File: src/rtl/wtmp_pkg.sv
// types, constants and the arctangent table of the waypoint planner
package wtmp_pkg;

    localparam int ITERS = 16;
    localparam int SQRT_STEPS = 13;
    localparam logic signed [15:0] DEG90 = 16'sd11520;
    localparam logic signed [15:0] DEG180 = 16'sd23040;
    localparam logic signed [16:0] DEG360 = 17'sd46080;
    localparam logic signed [27:0] ACC180 = 28'sd11796480;
    localparam logic [15:0] RECIP100 = 16'd41943;

    typedef enum logic [1:0] {
        CFG_TURN_RATE = 2'd0,
        CFG_MOVE_RATE = 2'd1,
        CFG_START_X   = 2'd2,
        CFG_START_Y   = 2'd3
    } cfg_idx_t;

    typedef struct packed {
        logic [11:0] waypoint_x;
        logic [11:0] waypoint_y;
        logic        path_start;
    } in_item_t;

    typedef struct packed {
        logic signed [15:0] rotate_angle;
        logic [15:0]        turn_duration_ms;
        logic [12:0]        distance;
        logic [13:0]        move_duration_ms;
        logic signed [15:0] new_heading;
    } out_item_t;

    typedef struct packed {
        logic       accept;
        logic       load;
        logic       iter;
        logic [3:0] step;
        logic       fin1;
        logic       fin2;
        logic       fin3;
        logic       fin4;
    } cmd_t;

    // atan(2^-i) in 1/65536 degree
    function automatic logic [21:0] atan_entry(input logic [3:0] i);
        logic [21:0] a;
        unique case (i)
            4'd0:  a = 22'd2949120;
            4'd1:  a = 22'd1740967;
            4'd2:  a = 22'd919879;
            4'd3:  a = 22'd466945;
            4'd4:  a = 22'd234379;
            4'd5:  a = 22'd117304;
            4'd6:  a = 22'd58666;
            4'd7:  a = 22'd29335;
            4'd8:  a = 22'd14668;
            4'd9:  a = 22'd7334;
            4'd10: a = 22'd3667;
            4'd11: a = 22'd1833;
            4'd12: a = 22'd917;
            4'd13: a = 22'd458;
            4'd14: a = 22'd229;
            4'd15: a = 22'd115;
            default: a = 22'd0;
        endcase
        return a;
    endfunction

endpackage

File: src/rtl/wtmp_ctrl.sv
// sequencer: accept, load, cordic/sqrt iterations, finish steps, output slot
module wtmp_ctrl (
    input  logic          clk,
    input  logic          rst_n,
    input  logic          in_valid,
    output logic          in_ready,
    output logic          out_valid,
    input  logic          out_ready,
    output wtmp_pkg::cmd_t cmd
);
    import wtmp_pkg::*;

    typedef enum logic [2:0] {
        S_IDLE, S_LOAD, S_ITER, S_F1, S_F2, S_F3, S_F4
    } state_t;

    state_t     state_reg, state_next;
    logic [3:0] step_reg, step_next;
    logic       out_valid_reg, out_valid_next;
    logic       slot_free;

    assign slot_free = !out_valid_reg || out_ready;
    assign in_ready  = (state_reg == S_IDLE);
    assign out_valid = out_valid_reg;

    always_comb
    begin
        cmd        = '0;
        cmd.accept = (state_reg == S_IDLE) && in_valid;
        cmd.load   = (state_reg == S_LOAD);
        cmd.iter   = (state_reg == S_ITER);
        cmd.step   = step_reg;
        cmd.fin1   = (state_reg == S_F1);
        cmd.fin2   = (state_reg == S_F2);
        cmd.fin3   = (state_reg == S_F3);
        cmd.fin4   = (state_reg == S_F4) && slot_free;
    end

    always_comb
    begin
        state_next     = state_reg;
        step_next      = step_reg;
        out_valid_next = out_valid_reg && !out_ready;
        unique case (state_reg)
            S_IDLE:
            begin
                if (in_valid)
                    state_next = S_LOAD;
            end
            S_LOAD:
            begin
                step_next  = '0;
                state_next = S_ITER;
            end
            S_ITER:
            begin
                step_next = step_reg + 4'd1;
                if (step_reg == 4'(ITERS - 1))
                    state_next = S_F1;
            end
            S_F1: state_next = S_F2;
            S_F2: state_next = S_F3;
            S_F3: state_next = S_F4;
            S_F4:
            begin
                // hold the finished request until the output slot empties
                if (slot_free)
                begin
                    out_valid_next = 1'b1;
                    state_next     = S_IDLE;
                end
            end
            default: state_next = S_IDLE;
        endcase
    end

    always_ff @(posedge clk or negedge rst_n)
    begin
        if (!rst_n)
        begin
            state_reg     <= S_IDLE;
            step_reg      <= '0;
            out_valid_reg <= 1'b0;
        end
        else
        begin
            state_reg     <= state_next;
            step_reg      <= step_next;
            out_valid_reg <= out_valid_next;
        end
    end

endmodule

File: src/rtl/wtmp_dpath.sv
// datapath: position and heading state, cordic vectoring, integer sqrt, timing
module wtmp_dpath (
    input  logic                 clk,
    input  logic                 rst_n,
    input  wtmp_pkg::cmd_t       cmd,
    input  wtmp_pkg::in_item_t   in_data,
    input  logic                 cfg_we,
    input  logic [1:0]           cfg_index,
    input  logic [11:0]          cfg_data,
    output wtmp_pkg::out_item_t  out_data
);
    import wtmp_pkg::*;

    // configuration and position state
    logic [7:0]         trate_reg, mrate_reg;
    logic [11:0]        sx_reg, sy_reg;
    logic [11:0]        last_x_reg, last_y_reg;
    logic signed [15:0] heading_reg;

    // working registers
    in_item_t           req_reg;
    logic signed [12:0] dx_reg, dy_reg;
    logic signed [31:0] cx_reg, cy_reg;
    logic signed [27:0] cz_reg;
    logic [25:0]        sqv_reg, sqr_reg;
    logic signed [15:0] ang_reg, rot_reg;
    logic [14:0]        mag_reg;
    logic [12:0]        dist_reg;
    logic [15:0]        turn_reg;
    logic [20:0]        mp_reg;
    logic [36:0]        qp_reg;
    out_item_t          out_reg;

    // load
    logic [11:0]        bx, by;
    logic signed [12:0] dx, dy;
    logic [11:0]        adx, ady;
    logic signed [31:0] x0, y0;
    logic signed [27:0] z0;

    always_comb
    begin
        bx  = req_reg.path_start ? sx_reg : last_x_reg;
        by  = req_reg.path_start ? sy_reg : last_y_reg;
        dx  = $signed({1'b0, req_reg.waypoint_x}) - $signed({1'b0, bx});
        dy  = $signed({1'b0, by}) - $signed({1'b0, req_reg.waypoint_y});
        adx = dx[12] ? 12'(-dx) : dx[11:0];
        ady = dy[12] ? 12'(-dy) : dy[11:0];
        // left half plane: rotate by 180 first
        if (dx[12])
        begin
            x0 = 32'(-dx) <<< 16;
            y0 = 32'(-dy) <<< 16;
            z0 = dy[12] ? -ACC180 : ACC180;
        end
        else
        begin
            x0 = 32'(dx) <<< 16;
            y0 = 32'(dy) <<< 16;
            z0 = '0;
        end
    end

    // one cordic micro-rotation per step, and one sqrt digit in each of the first SQRT_STEPS steps
    logic signed [31:0] xs, ys;
    logic signed [27:0] at;
    logic [25:0]        bitv, trial;

    always_comb
    begin
        xs    = cx_reg >>> cmd.step;
        ys    = cy_reg >>> cmd.step;
        at    = $signed({6'b0, atan_entry(cmd.step)});
        bitv  = 26'd1 << (5'd24 - {cmd.step, 1'b0});
        trial = sqr_reg + bitv;
    end

    // angle, rotation and magnitude
    logic signed [27:0] zr;
    logic signed [15:0] ang;
    logic signed [16:0] rot;

    always_comb
    begin
        zr = (cz_reg + 28'sd256) >>> 9;
        if (dx_reg == '0 && dy_reg == '0)
            ang = heading_reg;
        else if (dy_reg == '0)
            ang = dx_reg[12] ? DEG180 : 16'sd0;
        else if (dx_reg == '0)
            ang = dy_reg[12] ? -DEG90 : DEG90;
        else if (zr > 28'(DEG180))
            ang = DEG180;
        else if (zr < -28'(DEG180))
            ang = -DEG180;
        else
            ang = zr[15:0];
        rot = 17'(heading_reg) - 17'(ang);
        if (rot > 17'(DEG180))
            rot = rot - DEG360;
        else if (rot < -17'(DEG180))
            rot = rot + DEG360;
    end

    // divide by 100 with one correction step
    logic [14:0] q0;
    logic [20:0] rem;
    logic [14:0] q;

    always_comb
    begin
        q0  = qp_reg[36:22];
        rem = mp_reg - 21'(q0) * 21'd100;
        q   = (rem >= 21'd100) ? q0 + 15'd1 : q0;
    end

    always_ff @(posedge clk or negedge rst_n)
    begin
        if (!rst_n)
        begin
            trate_reg   <= 8'd70;
            mrate_reg   <= 8'd25;
            sx_reg      <= 12'd0;
            sy_reg      <= 12'd320;
            last_x_reg  <= 12'd0;
            last_y_reg  <= 12'd320;
            heading_reg <= DEG90;
        end
        else
        begin
            if (cfg_we)
            begin
                unique case (cfg_idx_t'(cfg_index))
                    CFG_TURN_RATE: trate_reg <= cfg_data[7:0];
                    CFG_MOVE_RATE: mrate_reg <= cfg_data[7:0];
                    CFG_START_X:   sx_reg    <= cfg_data;
                    CFG_START_Y:   sy_reg    <= cfg_data;
                    default: ;
                endcase
            end
            if (cmd.load)
            begin
                last_x_reg <= req_reg.waypoint_x;
                last_y_reg <= req_reg.waypoint_y;
                if (req_reg.path_start)
                    heading_reg <= DEG90;
            end
            if (cmd.fin1)
                heading_reg <= ang;
        end
    end

    always_ff @(posedge clk)
    begin
        if (cmd.accept)
            req_reg <= in_data;
        if (cmd.load)
        begin
            dx_reg  <= dx;
            dy_reg  <= dy;
            cx_reg  <= x0;
            cy_reg  <= y0;
            cz_reg  <= z0;
            sqv_reg <= 26'(adx) * 26'(adx) + 26'(ady) * 26'(ady);
            sqr_reg <= '0;
        end
        if (cmd.iter)
        begin
            if (!cy_reg[31])
            begin
                cx_reg <= cx_reg + ys;
                cy_reg <= cy_reg - xs;
                cz_reg <= cz_reg + at;
            end
            else
            begin
                cx_reg <= cx_reg - ys;
                cy_reg <= cy_reg + xs;
                cz_reg <= cz_reg - at;
            end
            if (cmd.step < 4'(SQRT_STEPS))
            begin
                if (sqv_reg >= trial)
                begin
                    sqv_reg <= sqv_reg - trial;
                    sqr_reg <= (sqr_reg >> 1) + bitv;
                end
                else
                    sqr_reg <= sqr_reg >> 1;
            end
        end
        if (cmd.fin1)
        begin
            ang_reg  <= ang;
            rot_reg  <= rot[15:0];
            mag_reg  <= rot[16] ? 15'(-rot) : rot[14:0];
            dist_reg <= sqr_reg[12:0];
        end
        if (cmd.fin2)
        begin
            turn_reg <= 16'((23'(trate_reg) * 23'(mag_reg)) >> 7);
            mp_reg   <= 21'(mrate_reg) * 21'(dist_reg);
        end
        if (cmd.fin3)
            qp_reg <= 37'(mp_reg) * 37'(RECIP100);
        if (cmd.fin4)
        begin
            out_reg.rotate_angle     <= rot_reg;
            out_reg.turn_duration_ms <= turn_reg;
            out_reg.distance         <= dist_reg;
            out_reg.move_duration_ms <= q[13:0];
            out_reg.new_heading      <= ang_reg;
        end
    end

    assign out_data = out_reg;

endmodule

File: src/rtl/waypoint_turn_and_move_planner.sv
// waypoint planner: heading, rotation, distance and timing per waypoint
// sequence from the accepted request to out_valid: load, 16 cordic
// steps that also carry the 13 sqrt digits, 4 finish steps; the last one fills the output register
// occupancy: one waypoint in flight at a time, a new request is accepted only when idle; a held result
// stalls the last finish step until the output slot empties
// reset: heading 90 degrees, position (0, 320), rates 70 and 25, start (0, 320)
module waypoint_turn_and_move_planner (
    input  logic                 clk,
    input  logic                 rst_n,
    input  logic                 in_valid,
    output logic                 in_ready,
    input  wtmp_pkg::in_item_t   in_data,
    output logic                 out_valid,
    input  logic                 out_ready,
    output wtmp_pkg::out_item_t  out_data,
    input  logic                 cfg_valid,
    output logic                 cfg_ready,
    input  logic [1:0]           cfg_index,
    input  logic [11:0]          cfg_data
);
    import wtmp_pkg::*;

    cmd_t cmd;

    assign cfg_ready = 1'b1;

    wtmp_ctrl u_ctrl (
        .clk       (clk),
        .rst_n     (rst_n),
        .in_valid  (in_valid),
        .in_ready  (in_ready),
        .out_valid (out_valid),
        .out_ready (out_ready),
        .cmd       (cmd)
    );

    wtmp_dpath u_dpath (
        .clk       (clk),
        .rst_n     (rst_n),
        .cmd       (cmd),
        .in_data   (in_data),
        .cfg_we    (cfg_valid && cfg_ready),
        .cfg_index (cfg_index),
        .cfg_data  (cfg_data),
        .out_data  (out_data)
    );

endmodule

File: config.mk
export PLATFORM = sky130hd
export DESIGN_NAME = waypoint_turn_and_move_planner
export DESIGN_NICKNAME = d
export VERILOG_FILES = /design/src/rtl/wtmp_pkg.sv /design/src/rtl/wtmp_ctrl.sv /design/src/rtl/wtmp_dpath.sv /design/src/rtl/waypoint_turn_and_move_planner.sv
export SDC_FILE = /design/constraint.sdc
export NUM_CORES = 2
export LEC_CHECK = 0
export CAP_MARGIN = 10
export CORE_AREA = 5 5 402 404
export DETAILED_ROUTE_END_ITERATION = 6
export DIE_AREA = 0 0 407 409
export DONT_BUFFER_PORTS = 1
export GPL_ROUTABILITY_DRIVEN = 0
export HOLD_SLACK_MARGIN = 0.1
export PLACE_DENSITY_LB_ADDON = 0.25
export SYNTH_ARGS = -nofsm -noshare
export SYNTH_HDL_FRONTEND = slang
export SYNTH_SLANG_ARGS = --single-unit
File: constraint.sdc
create_clock -name clk -period 25.5 [get_ports clk]
set_clock_uncertainty 0.2 [all_clocks]
set_input_delay 1.275 -clock clk [delete_from_list [all_inputs] [get_ports clk]]
set_output_delay 1.275 -clock clk [all_outputs]
set_load 0.03 [all_outputs]
# ---- Yosys cells after proc, flatten, opt, wreduce, memory -nomap -nowiden
# Memories as Yosys holds them, arrays and structs flattened.
# Cells that the tools add are included.
# Widths: inputs -> output; s select.
dict set report word_totals {
  reg_bits 492
  mem_bits_ro 352
  in_bits 44
  out_inout_bits 78
  wordCells 153
  memories 1
}
dict set report op_classes {
  n_addsub 25
  n_mul 6
  n_lt_le_gt_ge 7
  n_eq_ne 13
  shifts 3
  muxes 46
  n_reduce_logical 20
}
# name words word_bits rd rd_clocked_by_memory_dff write_ports line_no
set mem_list {}
lappend mem_list {{(name not given)} 16 22 1 0 0 wtmp_pkg.sv:47} ;# unique case (i)
# operator n
set ops {}
lappend ops {{$mux 32} 8}
lappend ops {{$mux 26} 8}
lappend ops {{$mux 16} 9}
lappend ops {{$mux 28} 5}
lappend ops {{$add 32x32->32} 2}
lappend ops {{$sshr 32x4->32} 2}
lappend ops {{$sub 32x32->32} 2}
lappend ops {{$mul 12x12->24} 2}
lappend ops {{$mux 12} 4}
lappend ops {{$mul 21x16->37 const B} 1}
lappend ops {{$mux 17} 2}
lappend ops {{$neg 13->16} 2}
lappend ops {{$mux 15} 2}
lappend ops {{$add 28x10->28 const B} 1}
lappend ops {{$add 28x23->28} 1}
lappend ops {{$sub 28x23->28} 1}
lappend ops {{$add 25x26->26} 1}
lappend ops {{$add 26x26->26} 1}
lappend ops {{$ge 26x26->1} 1}
lappend ops {{$logic_not 13->1} 2}
lappend ops {{$shl 1x5->26 const A} 1}
lappend ops {{$sub 12x12->13} 2}
lappend ops {{$sub 26x26->26} 1}
lappend ops {{$add 24x24->25} 1}
lappend ops {{other kinds (39)} 58}

# ---- Longest topological paths before layout
dict set report depth {
  depth_word 13
  ltp_mapped 46
  mapped_depth_nobuf 44
}

# ---- Modules after synthesis
# Synthesis repeated with hierarchy kept, for this count alone.
dict set report unflattened {
  hier_cells 5610
  hier_area_um2 54845.1
}
# module instances cells_per_inst area_each_um2 seq_area_each_um2
set modules_own_cells {}
lappend modules_own_cells {wtmp_dpath 1 5556 54338.4 12939.9}
lappend modules_own_cells {wtmp_ctrl 1 52 495.5 200.2}
lappend modules_own_cells {waypoint_turn_and_move_planner 1 2 11.3 0.0}

# ---- Least setup slack after synthesis
# OpenSTA, ideal clock, no wires.
dict set report synth_path {
  path_type {register -> register}
  from {register u_dpath.req_reg[0] in the netlist's numbering}
  to {register u_dpath.sqv_reg[24]}
  setup_ns 0.076
  arrival_time_ns 10.255
  setup_slack_ns 14.969
  stages_incl_launch_ff 42
  path_buffers 3
  synth_period_minus_slack_ns 10.531
  path_cell_list {edfxtp_1 -> clkbuf_1 -> buf_1 -> mux2i_1 -> ha_1 -> inv_1 -> fa_1 -> a21o_1 -> a21oi_1 -> o21bai_1 -> a21oi_1 -> xor2_1 -> inv_1 -> or3b_2 -> nor3_1 -> a31oi_1 -> xor2_1 -> clkbuf_1 -> [... 6 more ...] -> fa_1 -> fa_1 -> fa_1 -> inv_1 -> fa_1 -> inv_1 -> ha_1 -> a21o_1 -> a21oi_1 -> o21ai_0 -> a21o_1 -> a221oi_1 -> o21ai_0 -> nor4_1 -> nor3_1 -> xnor2_1 -> nor2_1 -> o22ai_1}
}
dict set report synth_between {
  elab_chain_len 10
  word_cells_on_any_way 15
}
# item line_no
set synth_lines {}
lappend synth_lines {{start, declared} wtmp_dpath.sv:21} ;# in_item_t req_reg;
lappend synth_lines {{start signal, assigned} wtmp_dpath.sv:156} ;# req_reg <= in_data;
lappend synth_lines {{$mux 12 *} wtmp_dpath.sv:44} ;# by = req_reg.path_start ? sy_reg : last_y_reg;
lappend synth_lines {{$sub 12x12->13 *} wtmp_dpath.sv:46} ;# dy = $signed({1'b0, by}) - $signed({1'b0, req_reg.waypoint_y});
lappend synth_lines {{net u_dpath.dy[6]} wtmp_dpath.sv:36} ;# logic signed [12:0] dx, dy;
lappend synth_lines {{$neg 12->12} wtmp_dpath.sv:48} ;# ady = dy[12] ? 12'(-dy) : dy[11:0];
lappend synth_lines {{$mux 12 *} wtmp_dpath.sv:48}
lappend synth_lines {{$mul 12x12->24 *} wtmp_dpath.sv:164} ;# sqv_reg <= 26'(adx) * 26'(adx) + 26'(ady) * 26'(ady);
lappend synth_lines {{$add 24x24->25 *} wtmp_dpath.sv:164}
lappend synth_lines {{$mux 26 *} wtmp_dpath.sv:157} ;# if (cmd.load)
lappend synth_lines {{$mux 26} wtmp_dpath.sv:183} ;# if (sqv_reg >= trial)
lappend synth_lines {{$mux 26} wtmp_dpath.sv:181} ;# if (cmd.step < 4'(SQRT_STEPS))
lappend synth_lines {{$mux 26 *} wtmp_dpath.sv:167} ;# if (cmd.iter)
lappend synth_lines {{end signal, assigned} wtmp_dpath.sv:164}
lappend synth_lines {{end signal, assigned} wtmp_dpath.sv:185} ;# sqv_reg <= sqv_reg - trial;
lappend synth_lines {{end, declared} wtmp_dpath.sv:25} ;# logic [25:0] sqv_reg, sqr_reg;
# Mark *: on every way through the listed nets, which the timed path passes. The rest lies on a longest branch.
# A chain may end at the register's enable or synchronous reset.

# ---- Worst setup path in the final report
dict set report layout_path {
  from {register u_dpath.req_reg[0] in the netlist's numbering}
  to {register u_dpath.sqv_reg[23]}
}
dict set report layout_between {
  elab_chain_len 10
  word_cells_on_any_way 15
}
# item line_no
set layout_lines {}
lappend layout_lines {{$mux 12 (on tied branches)} {wtmp_dpath.sv:43, wtmp_dpath.sv:44}}
lappend layout_lines {{$sub 12x12->13 (on tied branches)} {wtmp_dpath.sv:45, wtmp_dpath.sv:46}}
lappend layout_lines {{$neg 12->12 (on tied branches)} {wtmp_dpath.sv:47, wtmp_dpath.sv:48}}
lappend layout_lines {{$mux 12 (on tied branches)} {wtmp_dpath.sv:47, wtmp_dpath.sv:48}}
lappend layout_lines {{$mul 12x12->24} wtmp_dpath.sv:164}
lappend layout_lines {{$add 24x24->25 *} wtmp_dpath.sv:164}
lappend layout_lines {{$mux 26 *} wtmp_dpath.sv:157}
lappend layout_lines {{$mux 26} wtmp_dpath.sv:183}
lappend layout_lines {{$mux 26} wtmp_dpath.sv:181}
lappend layout_lines {{$mux 26 *} wtmp_dpath.sv:167}
# Mark *: on every way between the ends. The rest lies on a longest branch, timed or not.

==> flow_metrics.tcl <==
set metrics [dict create \
    status "finished, final reports clean" \
    initial_utilization_pct 34.8 \
    worstPathRequired_ps 25780 \
    synth_top_area_share_pct 18.3 \
    fin_crit_sh_pct 47.9 \
    routed_wirelength_mm 144 \
    crit_path_max_incr_delay_ps 780 \
    finalSetupTns_ps 0 \
    synth_seq_area_share_pct 24.0 \
    muxShareOfSynthArea_pct 5.65 \
    dpl.hpwl_mm 114 \
    synth_top_family_by_area "adder cells" \
    preCtsSetupSlack_ps 13520 \
    rr_worst_depth 41 \
    antenna_found_initial 13 \
    arrival_ps 12500 \
    area_growth_pct 7.96 \
    synth_fa_ha_area_share_pct 32.5 \
    final.setup.worst_slack_ps 13280 \
    drive_gt1_share_pct 6.85 \
    synth-seq-cells 469 \
    start_kind "register" \
    die_width_um 407 \
    maxSlewHeadroom_pct 20.7 \
    synth_edf_count 329 \
    async_reset_ff_share_pct 18.8 \
    synthTopCellsByCount "inv_1 (754), ha_1 (624), fa_1 (502), nand2_1 (496), nor2_1 (414)" \
    hold_class "in -> async" \
    drv_cap 0 \
    yosysWarnings 0 \
    fmax_mhz 81.9 \
    worstMarginPinSlew_ps 1180 \
    grt_usage_pct 17.2 \
    firstDrtPassIters 5 \
    final.min_clock_period_ps 12220 \
    syn-instance-count 5632 \
    post_drt_wl_per_cell_um 18.7 \
    num_rows 146 \
    io_pins 122 \
    crit_start "u_dpath.req_reg[0]$_DFFE_PP_" \
    synthTopCellsByArea "fa_1 (18%), edfxtp_1 (18%), ha_1 (14%)" \
    synth_nets 6802 \
    fin_util_pct 37.6 \
    cts.path.max_buffers 3 \
    antenna_left 0 \
    die-area_um2 166000 \
    yosys.area_share.xor_xnor_pct 6.59 \
    clk_pin_slew_ps 60 \
    grt_pass1_wl_mm 227 \
    drc_errors 0 \
    grt_start_max_net_pins 71 \
    fp.dieH_um 409 \
    cts_resized 0 \
    core_area_um2 157000 \
    vias 39800 \
    rsz0062_at_grt "no" \
    fin_nets 6729 \
    largest_register_ffs 75 \
    synth_top_area_cell "fa_1" \
    cp_common_cell "fa_1" \
    portBuffers 0 \
    cts_made_buffers 58 \
    hold_viol 0 \
    slew_viol_final 0 \
    crit_type "reg -> reg" \
    via_per_inst 5.18 \
    netlist_area_um2 54900 \
    yosysMostFrequentCell "inv_1" \
    endpoint_kind "register" \
    clkLatencyLatePin_ps 690 \
    ys.flop_type "edfxtp_1" \
    clock_sinks 469 \
    cts_tree "done" \
    synth_compound_area_share_pct 11.4 \
    syn-mean-instance-area_um2 9.74 \
    r2r-start "u_dpath.req_reg[0]$_DFFE_PP_" \
    root_buffer "clkbuf_16" \
    synth_cell_type_count 111 \
    grt_overflow_total 0 \
    path_max_fanout 25 \
    htreeDepth 2 \
    setup_violations 0 \
    cp_slowest_cell "xnor2_1" \
    drtIter0Drc 2354 \
    synthSimpleGateAreaFrac_pct 13.2 \
    grt_pass1_vias 40100 \
]
-- per-layer routing --
metal / routed length [µm] / GRT usage [%] / part of all wire, %
met5: 195 / 0 / 0.14
met1: 63100 / 23.0 / 44
met4: 3960 / 4.45 / 2.8
met2: 66000 / 27.8 / 46
met3: 10200 / 4.27 / 7.1
-- layout by cell type (no fill, tap or decap), types with 162 or more instances in the layout --
cell type | Yosys | final
a21oi_1 | 253 | 253
edfxtp_1 | 329 | 329
inv_1 | 754 | 751
nor2_1 | 414 | 413
xor2_1 | 162 | 162
ha_1 | 624 | 624
nand2_1 | 496 | 495
o21ai_0 | 244 | 244
fa_1 | 502 | 502
xnor2_1 | 249 | 248
-- logic make-up (layout without fill, tap and decap cells) --
kind of cell / count (synthesis) / after routing
xor gates and xnor gates: 412 / 412
buffers and inverters: 937 / 914
AOI/OAI and AO/OA: 984 / 984
other: 1 / 12
adders and majority gates: 1126 / 1126
muxes: 190 / 190
and+or+nand+nor: 1513 / 1513
DFF: 469 / 469
-- path summary, 6_finish.rpt --
path	end	slack, ps
worst max-delay path	u_dpath.sqv_reg[23]$_DFF_P_	13280
worst min-delay path	u_dpath.sx_reg[7]$_DFFE_PN0P_	160
worst max register to register	u_dpath.sqv_reg[23]$_DFF_P_	13280
worst min register to register	u_dpath.out_data[52]$_DFFE_PP_	190
max in group asynchronous	u_dpath.last_x_reg[9]$_DFFE_PN0P_	24480
min in group clk	u_dpath.out_data[52]$_DFFE_PP_	190
-- critical path: cells and delay by family, from the launching register on --
| kind | cells | cell delay, ps |
|---|---|---|
| compound gates | 17 | 3800 |
| buf+inv | 7 | 1410 |
| simple gates | 4 | 710 |
| fa+ha+maj | 10 | 4150 |
| mux | 1 | 390 |
| flops | 1 | 340 |
| xor+xnor | 2 | 960 |
-- area by class of cell --
| class | instances | area, µm² |
|---|---|---|
| sequential | 469 | 13200 |
| inverter | 760 | 2850 |
| multi-input combinational | 4226 | 38100 |
| tap | 2072 | 2590 |
| clock inverter | 38 | 489 |
| fill | 15700 | 98200 |
| antenna | 11 | 27.5 |
| clock buffer | 72 | 1620 |
| timing repair buffer | 44 | 350 |
-- what timing repair did --
item | 4_1_cts | 5_1_grt
hold endpoints to repair | 52 | 0
hold buffers | 1 | 0
buffers inserted | 0 | 0
-- metrics by stage --
step	hold WS, ps	cell area (µm²)	instances
3_3_place_gp	202	57100	7569
3_5_place_dp	205	57100	7569
6_report	162	59200	7692
4_1_cts	107	59200	7680
2_1_floorplan	200	54900	5632
5_1_grt	119	59200	7682
Power is not shown: default switching activity piles up to over one toggle a cycle in this logic, so the estimate is an artifact.
